===== config.mk =====
export PLATFORM = sky130hd
export DESIGN_NAME = sefe_ram
export DESIGN_NICKNAME = d
export VERILOG_FILES = /design/src/sefe_ram.sv
export SDC_FILE = /design/constraint.sdc
export NUM_CORES = 1
export LEC_CHECK = 0
export ABC_AREA = 1
export BUFFER_PORTS_ARGS = -buffer_cell sky130_fd_sc_hd__clkbuf_2
export CELL_PAD_IN_SITES_DETAIL_PLACEMENT = 2
export CELL_PAD_IN_SITES_GLOBAL_PLACEMENT = 2
export CORE_AREA = 2 2 143 145
export CTS_CLUSTER_DIAMETER = 60
export DETAILED_ROUTE_END_ITERATION = 16
export DIE_AREA = 0 0 145 147
export PLACE_DENSITY = 0.78
export SYNTH_ARGS = -nofsm -noshare
export SYNTH_HDL_FRONTEND = slang
export SYNTH_SLANG_ARGS = --single-unit

===== constraint.sdc =====
create_clock -name clk -period 1.5 [get_ports clk]
set_input_delay 0.225 -clock clk [delete_from_list [all_inputs] [get_ports clk]]
set_output_delay 0.225 -clock clk [all_outputs]
set_load 0.02 [all_outputs]

===== src/sefe_ram.sv =====
// Generic RAM with one write port and two registered read ports.
module sefe_ram #(
  parameter int unsigned WIDTH = 8,
  parameter int unsigned DEPTH = 16
) (
  input  logic                     clk,
  input  logic                     we,
  input  logic [$clog2(DEPTH)-1:0] waddr,
  input  logic [WIDTH-1:0]         wdata,
  input  logic                     re,
  input  logic [$clog2(DEPTH)-1:0] raddr_a,
  input  logic [$clog2(DEPTH)-1:0] raddr_b,
  output logic [WIDTH-1:0]         rdata_a,
  output logic [WIDTH-1:0]         rdata_b
);

  logic [WIDTH-1:0] mem [DEPTH];

  always_ff @(posedge clk) begin
    if (we) begin
      mem[waddr] <= wdata;
    end
    if (re) begin
      rdata_a <= mem[raddr_a];
      rdata_b <= mem[raddr_b];
    end
  end

endmodule


=== Word-level counts from Yosys, hierarchy flattened ===
Memory sizes are Yosys's and may differ from the RTL's. A register that Yosys moved wholly into a read port is not among the register bits.
Cells that the tools add are included.

* Bits in registers: 0
* Bits in latches: 0
* Bits in writable memories: 128
* Memory bits (read-only): 0
* Input bits: 23
* Output and inout port bits: 16
* Logic and storage cells: 3
* Memories kept: 1

* $add $sub $neg: 0
* $mul: 0
* Divide/modulo/power cells: 0
* $lt $le $gt $ge: 0
* Eq/ne operators: 0
* Shift-type cells: 0
* Muxes and demuxes: 2
* Bitwise logic cells: 0
* Reductions and logical operators: 0

{| class="wikitable"
|+ Memories
! memory !! words !! bits a word !! rd ports !! clocked after Yosys merged registers in !! write ports !! RTL line !! text
|-
| mem || 16 || 8 || 2 || 2 || 1 || 17 || <nowiki>logic [WIDTH-1:0] mem [DEPTH];</nowiki>
|}

{| class="wikitable"
|+ Operators with widths
! kind !! number
|-
| $mux W1 || 2
|}

=== Depth between registers and ports, before layout ===
* Depth after elaboration: 2
* Depth in mapped cells: 7

=== Worst setup path before layout ===
OpenSTA, ideal clock, no wires.

* Path kind: input port to flip-flop
* Start: input waddr[2]
* End: memory mem[10][0], enable pin
* Library setup time: 370 ps
* Arrival time: 806 ps
* Data required time: 1,130 ps
* Setup slack: 324 ps
* Stages on the path: 2
* Cell sequence: nand3b_1 -> nor2_1

{| class="wikitable"
|+ RTL lines
! element !! RTL line !! text
|-
| start, declared || 8 || <nowiki>input logic [$clog2(DEPTH)-1:0] waddr,</nowiki>
|-
| end, declared || 17 ||
|}

No word-level cell before the write port.

==> qor.txt <==
Post-CTS Setup Bufs - 0
synthesized flop and latch total - 144
design area - 8690 um^2
Cell variety after synth - 12
Synth top cells by count - 277 x nand2_1, 225 x nand3_1, 144 x edfxtp_1
Layout Nets - 925
register share of total power - 47.8%
mapped cell area - 7420 um^2
Post-Syn Instances - 851
CTS sink cnt - 144
RePlAce Congestion - 0.832
CP Capture Type - register
EDFF count, synth - 144
worst ir drop on vdd - 0.840 mV
met2 Usage GRT - 47.8%
post-synth net total - 874
post-DP HPWL - 18.1 mm
largest net degree at the start of global routing - 47
critical path's slowest cell - edfxtp_1
H-Tree Depth - 4
crit-path cells - inv_1, nand2_1, nand3_1, nand3_1, nand3_1, nand2_1
final worst slack - 157 ps
Power, Total - 9.62 mW
logic gate share of total power - 11.5%
post-DR wirelength/cell - 23.5 um
max-cap violations - 0
Clk Latency, worst-skew pair - 430 ps
initial antenna violation count - 0
Worst Max-Slew Pin Slew - 582 ps
cts hold-fix bufs - 0
FP Rows - 52
1st-pass router iterations - 5
Layout area overhead - 17.2%
CP top delay family - simple AND/OR/NAND/NOR gates
top post-synthesis cells by area - edfxtp_1 58%, nand3_1 15%, nand2_1 14%
Crit Path Class - reg2reg
Hold Path Cell Cnt - 1
clock group share of total power - 40.8%
buffers and inverters on the worst path - 1
Root Driver - clkbuf_16
met3 track demand over resource - 4.66%
GRT Residual Overflow - 0
CTS tree - yes
Main synth FF type - edfxtp_1
input/output buffers - 38
CP Launch Point - mem[4][0]$_DFFE_PP_
Initial Util - 37.4%
via count - 6381
Max FO, Critical Path - 2
DR DRC count - 0
io pins - 39
M1 GR Usage - 33.0%
R2R depth - 6
setup tns final - 0 ps
P_leak - 3.86 nW
switch share - 27.0%
Arrival @ worst endpoint - 1510 ps
Ys Warns - 0
status - finished clean
CP Launch Type - register
Fmax - 0.745 GHz
layer with the highest usage - met2
Avg Inst Size Synth - 8.72 um^2
min-delay src - wdata[4]
most common cell in the netlist - nand2_1
Psw - 2.60 mW
internal power - 7.02 mW
all-layer global routing usage - 27.0%
clock transition at the registers of the reported paths - 70 ps
DR iter-0 viols - 416
CP Depth - 6
Cell Count, Final, Fillers Out - 1185
Via-to-Cell Ratio - 5.38
pre-CTS setup slack - -36.9 ps
first-pass GRT wire length - 42.4 mm
fin crit share - 89.5%
asr flop ratio synth - 0%
Rel. slew slack - 61.2%
die area - 21300 um^2
Filler cells - 2190
Largest stage delay, worst path - 380 ps
Critical R2R Launch - mem[4][0]$_DFFE_PP_
# diodes - 0
Placed Cells - 1153
Total Routed Length - 27.9 mm
Placed Area - 8160 um^2
count of final setup violators - 0
Critical Path RT - 1670 ps
layout cells sized above 1 - 12.5%
ANT nets after route - 0
RSZ-0062 raised after global routing - no
CTS resizes - 0
most used cell along the critical path - nand3_1
Yosys top cell area share - 58.3%
post-route minimum period - 1340 ps
clock tree buffer depth - 2
hold_ws - 220 ps
CTS Buf Count - 17
sequential share of the synthesized area - 58.3%
clock skew - 10.2 ps
total core area - 19800 um^2
final slew viol count - 0
vias in the first global route - 7089
cell taking the most area after synthesis - edfxtp_1
Core Util, Final - 43.8%
pwr dens - 1110 nW/um^2
final hold vios - 0
Die Width - 145 um
HP Class - in2reg
die height - 147 um
worst register-to-register path: cells and delay by family (launching register included):
family,cells,cell delay (ps)
buffers and inverters,1,110
flip-flops,1,380
AND/OR/NAND/NOR,5,600
sequential cells by signal, indices dropped and copies added (netlist names):
| signal | cells |
|---|---|
| mem | 128 |
| rdata_a | 8 |
| rdata_b | 8 |
per-layer routing:
layer  up-vias  wire length (um)
li1       2867                 -
met1      3260             11400
met2       198             14100
met3        56              1610
met4         0               727
met5         -                 0
power by group through the flow:
stage	clock network (mW)	logic (mW)	registers (mW)
after floorplan	0	0.566	4.71
after global placement	0	1.05	4.67
after detailed placement	0	1.09	4.68
after CTS	3.96	1.11	4.59
after global routing	4.10	1.20	4.60
final	3.92	1.10	4.59
worst paths after layout:
| check | end | slack, ps |
|---|---|---|
| worst min-delay path | mem[15][4]$_DFFE_PP_ | 220 |
| worst max-delay path | rdata_a[0]$_DFFE_PP_ | 160 |
| worst max register to register | rdata_a[0]$_DFFE_PP_ | 160 |
| worst min register to register | rdata_a[4]$_DFFE_PP_ | 780 |
area by class of cell:
| class | instances | area, um^2 | area share (%) |
|---|---|---|---|
| Sequential cell | 144 | 4320 | 49.7 |
| Multi-Input combinational cell | 521 | 2240 | 25.8 |
| Timing Repair Buffer | 80 | 731 | 8.40 |
| Inverter | 138 | 518 | 5.96 |
| Clock buffer | 18 | 429 | 4.94 |
| Tap cell | 270 | 338 | 3.89 |
| Clock inverter | 14 | 110 | 1.27 |
cell usage in the layout, fill, tap and decap left out:
cell	instances
inv_2	4
buf_4	24
nand3b_1	2
inv_1	134
clkinvlp_4	3
clkinv_4	5
clkbuf_1	1
nand2_1	277
nor2_1	17
nand3_1	225
edfxtp_1	144
clkinv_1	1
buf_12	18
clkbuf_2	38
clkbuf_16	17
inv_6	4
clkinv_2	1
kinds of logic (layout without fill, tap and decap cells):
family                 after synthesis  in the layout  synth area share, %
buffers and inverters              186            250                 11.5
AND/OR/NAND/NOR                    521            521                 30.3
flip-flops                         144            144                 58.3
No activity file was read; power rests on OpenSTA's default activity.
