## src/sefe_pkg.sv

```systemverilog
// Shared types and constants of the sparse entry flag eliminator.
package sefe_pkg;

  typedef enum logic [1:0] {
    REQ_LOAD  = 2'd0,
    REQ_ENTRY = 2'd1,
    REQ_QUERY = 2'd2
  } req_t;

  localparam logic KIND_ENTRY = 1'b0;
  localparam logic KIND_DIMS  = 1'b1;

  localparam logic MODE_DELETE = 1'b0;
  localparam logic MODE_DIAG   = 1'b1;

  localparam logic [63:0] ONE_BITS = 64'h3FF0_0000_0000_0000;
  localparam logic [10:0] CNT_MAX  = 11'd2047;

  // Table word: drop flag on top of the compact id.
  localparam int unsigned TBL_W = 11;

  typedef struct packed {
    req_t        req_type;
    logic [9:0]  row_index;
    logic [9:0]  col_index;
    logic        drop_flag;
    logic [63:0] value_re;
    logic [63:0] value_im;
  } item_t;

  typedef struct packed {
    logic [10:0] kept;
    logic [10:0] loaded;
    logic [10:0] max_col;
  } cnt_t;

  typedef struct packed {
    logic        result_kind;
    logic [9:0]  out_row;
    logic [9:0]  out_col;
    logic [63:0] out_value_re;
    logic [63:0] out_value_im;
    logic [10:0] row_count;
    logic [10:0] col_count;
  } res_t;

  typedef struct packed {
    logic             emit;
    logic             tbl_we;
    logic [TBL_W-1:0] tbl_word;
    cnt_t             cnt;
    res_t             res;
  } step_t;

endpackage

```

## src/sefe_filter.sv

```systemverilog
// Per-word decision: table bookkeeping for loads, filtering of entries, dimension report.
module sefe_filter #(
  parameter int unsigned MAX_SIZE = 1024
) (
  input  logic                       mode,
  input  sefe_pkg::item_t            item,
  input  logic [sefe_pkg::TBL_W-1:0] row_word,
  input  logic [sefe_pkg::TBL_W-1:0] col_word,
  input  sefe_pkg::cnt_t             cnt,
  output sefe_pkg::step_t            step
);

  logic           row_ok;
  logic           col_ok;
  logic           fr;
  logic           fc;
  logic           note_en;
  logic [9:0]     note_col;
  logic [10:0]    note_n;
  sefe_pkg::cnt_t base;

  assign row_ok = 32'(item.row_index) < 32'(MAX_SIZE);
  assign col_ok = 32'(item.col_index) < 32'(MAX_SIZE);
  assign fr     = row_word[sefe_pkg::TBL_W-1];
  assign fc     = col_word[sefe_pkg::TBL_W-1];
  assign base   = (item.row_index == 10'd0) ? '0 : cnt;
  assign note_n = {1'b0, note_col} + 11'd1;

  always_comb begin
    step     = '0;
    step.cnt = cnt;
    note_en  = 1'b0;
    note_col = '0;
    case (item.req_type)
      sefe_pkg::REQ_LOAD: begin
        if (row_ok) begin
          // index 0 restarts numbering before the flag lands
          step.tbl_we   = 1'b1;
          step.tbl_word = {item.drop_flag, base.kept[9:0]};
          step.cnt      = base;
          if (!item.drop_flag && base.kept != sefe_pkg::CNT_MAX) begin
            step.cnt.kept = base.kept + 11'd1;
          end
          step.cnt.loaded = {1'b0, item.row_index} + 11'd1;
        end
      end
      sefe_pkg::REQ_ENTRY: begin
        if (row_ok && col_ok && ({1'b0, item.row_index} < cnt.loaded)
            && ({1'b0, item.col_index} < cnt.loaded)) begin
          step.res.result_kind  = sefe_pkg::KIND_ENTRY;
          step.res.out_value_re = item.value_re;
          step.res.out_value_im = item.value_im;
          if (mode == sefe_pkg::MODE_DELETE) begin
            if (!fr && !fc) begin
              step.emit        = 1'b1;
              step.res.out_row = row_word[9:0];
              step.res.out_col = col_word[9:0];
              note_en          = 1'b1;
              note_col         = col_word[9:0];
            end
          end else if (fr) begin
            // constrained row keeps only its diagonal, forced to 1.0
            if (item.col_index == item.row_index) begin
              step.emit             = 1'b1;
              step.res.out_row      = item.row_index;
              step.res.out_col      = item.row_index;
              step.res.out_value_re = sefe_pkg::ONE_BITS;
              step.res.out_value_im = '0;
              note_en               = 1'b1;
              note_col              = item.row_index;
            end
          end else if (!fc) begin
            step.emit        = 1'b1;
            step.res.out_row = item.row_index;
            step.res.out_col = item.col_index;
            note_en          = 1'b1;
            note_col         = item.col_index;
          end
        end
      end
      sefe_pkg::REQ_QUERY: begin
        step.emit            = 1'b1;
        step.res.result_kind = sefe_pkg::KIND_DIMS;
        step.res.row_count   = (mode == sefe_pkg::MODE_DIAG) ? cnt.loaded : cnt.kept;
        step.res.col_count   = (cnt.max_col == 11'd0) ? 11'd1 : cnt.max_col;
      end
      default: begin
        step.emit = 1'b0;
      end
    endcase
    if (step.emit && note_en && note_n > cnt.max_col) begin
      step.cnt.max_col = note_n;
    end
  end

endmodule
```

## config.mk

```make
export PLATFORM = sky130hd
export DESIGN_NAME = sefe_filter
export DESIGN_NICKNAME = d
export VERILOG_FILES = /design/src/sefe_pkg.sv /design/src/sefe_filter.sv
export SDC_FILE = /design/constraint.sdc
export NUM_CORES = 1
export LEC_CHECK = 0
export ABC_AREA = 1
export BUFFER_PORTS_ARGS = -buffer_cell sky130_fd_sc_hd__clkbuf_2
export CAP_MARGIN = 30
export CORE_AREA = 4 4 164 166
export DETAILED_ROUTE_END_ITERATION = 7
export DIE_AREA = 0 0 168 170
export RECOVER_POWER = 25
export SYNTH_ARGS = -nofsm -noshare
export SYNTH_HDL_FRONTEND = slang
export SYNTH_SLANG_ARGS = --single-unit
```

## constraint.sdc

```tcl
create_clock -name vclk -period 4.15
set_input_delay 0.6225 -clock vclk [all_inputs]
set_output_delay 0.6225 -clock vclk [all_outputs]
set_load 0.03 [all_outputs]
```

* Yosys cells after proc, flatten, opt, wreduce, memory -nomap -nowiden *
Index checks and enable logic that the tools add are counted.

operators by class
  add/subtract/negate cells = 3
  $lt $le $gt $ge = 3
  eq/ne operators = 4
  mux-type cells = 32
  reduce and logical (&&, ||, !) cells = 11

operator list
  operator                                                               count
  148-bit 2-to-1 mux                                                     3
  128-bit 2-to-1 mux                                                     2
  20-bit 2-to-1 mux                                                      4
  10-bit 2-to-1 mux                                                      7
  45-bit 2-to-1 mux                                                      1
  11-bit 2-to-1 mux                                                      4
  33-bit 2-to-1 mux                                                      1
  10-bit by 1-bit adder with 11-bit output, second input constant        2
  10-bit by 11-bit less-than comparator with 1-bit output                2
  22-bit 2-to-1 mux                                                      1
  11-bit by 1-bit adder with 11-bit output, second input constant        1
  11-bit > comparator                                                    1
  11-bit zero test                                                       1
  11-bit != test, second input constant                                  1
  10-bit equality test                                                   1
  10-bit zero test                                                       1
  1-bit 2-to-1 mux                                                       7
  1-bit logical AND                                                      5
  1-bit case mux with 2 select lines                                     2
  1-bit zero test                                                        3
  2-bit by 1-bit equality test with 1-bit output, second input constant  1
  2-bit equality test, second input constant                             1
  2-bit zero test                                                        1

word-level totals
  flip-flop bits (word level) = 0
  input port bits = 207
  output and inout port bits = 217
  word-level logic and storage cells = 53

* Longest topological paths before layout *
  depth after elaboration = 10
  mapped depth = 29
  depth with buffers taken out = 28

* Worst setup path before layout *
OpenSTA, ideal clock, no wires.

  path type = in2out
  from = input cnt[17] (netlist name)
  to = output step[172] (netlist name)
  data arrival time = 4.122 ns
  data required time = 3.527 ns
  slack = -0.594 ns
  stages = 24
  buffers on the path = 0
  cell sequence = inv_1 -> ha_1 -> nand2_1 -> inv_1 -> nand2_1 -> nand2_1 -> nand2_1 -> nand2_1 -> nor2_1 -> nand2_1 -> inv_2 -> nand2_2 -> nor2_2 -> nand3_2 -> nor2_2 -> nand2_1 -> and2_1 -> ha_1 -> nand2_1 -> nor4_1 -> nand4_1 -> nand3_2 -> nor2_4 -> o31ai_1

RTL lines
  element          line               RTL
  start, declared  sefe_filter.sv:9   input sefe_pkg::cnt_t cnt,
  end, declared    sefe_filter.sv:10  output sefe_pkg::step_t step

==> out/results.ini <==
[synth]
synth_xor_area_frac = 0.0163
synth_common_cells = nand2_1, nor2_1, inv_1
yosysMostFrequentCell = nand2_1
synth-simple-area-share = 0.581
ys_types = 40
netlist_instances = 910
synth_top_cell_by_area = nand2_1
syn_area_um2 = 4300
ys_warn_count = 0
avgSynthCellArea_um2 = 4.72
yosys-mux-area-fraction = 0
synth_compound_area_frac = 0.151
synth_area_leaders = nand2_1, nor2_1, ha_1
syn_nets = 1152
synth_fa_ha_area_frac = 0.102
ys_seq_area_frac = 0
synth_top_family_by_area = simple AND/OR/NAND/NOR gates
synth_top_area_share = 0.256

[grt]
grt_pass1_wl_mm = 43.7
antenna_found_initial = 12
grt_pass1_vias = 7573
overflow = 0
grt_usage = 0.192
grt_max_degree = 119

[floorplan]
die_area_um2 = 28600
io_pins = 424
die_w_um = 168
initial_utilization = 0.168
coreArea_um2 = 25600
num_rows = 59
chipHeight_um = 170

[critical_path]
cp_num_cells = 28
crit_required_ns = 3.53
path_class = in2out
slowest_stage = nor4_4
cp-start-kind = primary input
critPathMaxStageDelay_ns = 0.27
critPathTopFamily = simple AND/OR/NAND/NOR gates
cp_num_buf_inv = 6
crit_arrival_ns = 4.01
path_common_cell = nand2_2
end_kind = output port
cp_max_fo = 7

[sta]
rsz0062_at_grt = true
setup_violations = 11
fin_crit_ns = 4.63
hold_viol = 0
setup_tns_ns = -4.33
whs_ns = 1.58
final_max_slew_viol_count = 0
slew_headroom = 0.314
worstMarginPinSlew_ns = 1.03
fmax_ghz = 0.216
finalCritPeriodShare = 1.12
setup_ws_ns = -0.479

[drt]
drtIter0Drc = 313
vias_per_cell = 4.41
drc_errors = 0
drt-total-wl_mm = 29.9
wire_per_inst_um = 16.9
vias = 7803
ant_nets = 0
first_pass_iters = 5

[placed_design]
io_buffers = 424
dp.cells = 1746
pre_cts_ws_ns = -0.678
gp_congestion = 0.889
postPlaceCellArea_um2 = 7920
dp.final_hpwl_mm = 25.8

[layout]
area_delta_synth_final_pct = 104
stdcell_count = 1771
nFillCells = 2883
fin_area_um2 = 8780
drive_gt1_frac = 0.484
design.seq.count = 0
finish.utilization = 0.343
final_nets = 1679
regArea_um2 = 0
multiInputGateArea_um2 = 4440
clock_buffers = 0

[hold_path]
holdCritStartpoint = item[80]
hold_path_end = step[102]
hold_class = in2out
whs_path_depth = 4

[power]
p_leak_nw = 5.14
cellPowerDensity_nw_per_um2 = 106
p_total_uw = 930
ir_worst_vdd_uv = 43.8

[run]
max_cap_violations = 0

[clock_tree]
hold_buffers = 0

[run_status]
violations = setup timing
outcome = finished, violations left

[area by class of cell]
type                       count  area share
antenna                        1    0.000285
tap                          335      0.0477
inverter                     116      0.0567
timing repair buffer         569       0.389
multi-input combinational    749       0.506
timing repair inverter         1    0.000997
[cell usage in the layout (no fill, tap or decap), types with 15 or more instances in the layout]
| cell | count |
|---|---|
| clkbuf_1 | 49 |
| nor2_2 | 22 |
| clkbuf_2 | 359 |
| nand2_2 | 25 |
| nand2_1 | 262 |
| nor2_1 | 160 |
| nor2_4 | 15 |
| nor3_1 | 20 |
| ha_1 | 16 |
| o21ai_0 | 26 |
| inv_1 | 81 |
| inv_2 | 25 |
| a21oi_1 | 47 |
| nand3_1 | 32 |
| ha_4 | 17 |
| buf_4 | 129 |
[power by group]
group	switching, mW	internal [mW]	leakage (nW)
logic	0.585	0.345	5.14
clock network	0	0.0000000324	0.00000634
registers	0	0	0
total	0.585	0.345	5.14
[kinds of logic (layout without fill, tap and decap cells)]
group	count (synthesis)	count (layout)
other	0	1
xor gates and xnor gates	8	8
and+or+nand+nor	589	590
AOI/OAI and AO/OA	116	116
buffers and inverters	162	686
adders and majority gates	35	35
[timing repair]
item | CTS | global route
cloned | 1 | 1
pin swaps | 29 | 34
gates resized for setup | 76 | 101
setup endpoints to repair | 11 | 11
setup buffers | 14 | 8
[layer usage]
metal | wire (µm) | vias up | GRT usage
met5 | 115 | - | 0
met4 | 899 | 20 | 0.0438
met3 | 3000 | 52 | 0.0688
met2 | 14800 | 294 | 0.345
met1 | 11100 | 3530 | 0.217
li1 | - | 3907 | -
[worst max path at each step]
| stage | start | slack (ns) | to |
|---|---|---|---|
| 6_report | cnt[15] | -0.48 | step[173] |
| 2_1_floorplan | cnt[15] | -0.13 | step[171] |
| 3_3_place_gp | cnt[15] | -0.59 | step[174] |
| 3_5_place_dp | cnt[15] | -0.68 | step[175] |
| 5_1_grt | cnt[15] | -0.67 | step[173] |
| 4_1_cts | cnt[17] | -0.51 | step[172] |
No activity file was read; power rests on OpenSTA's default activity.
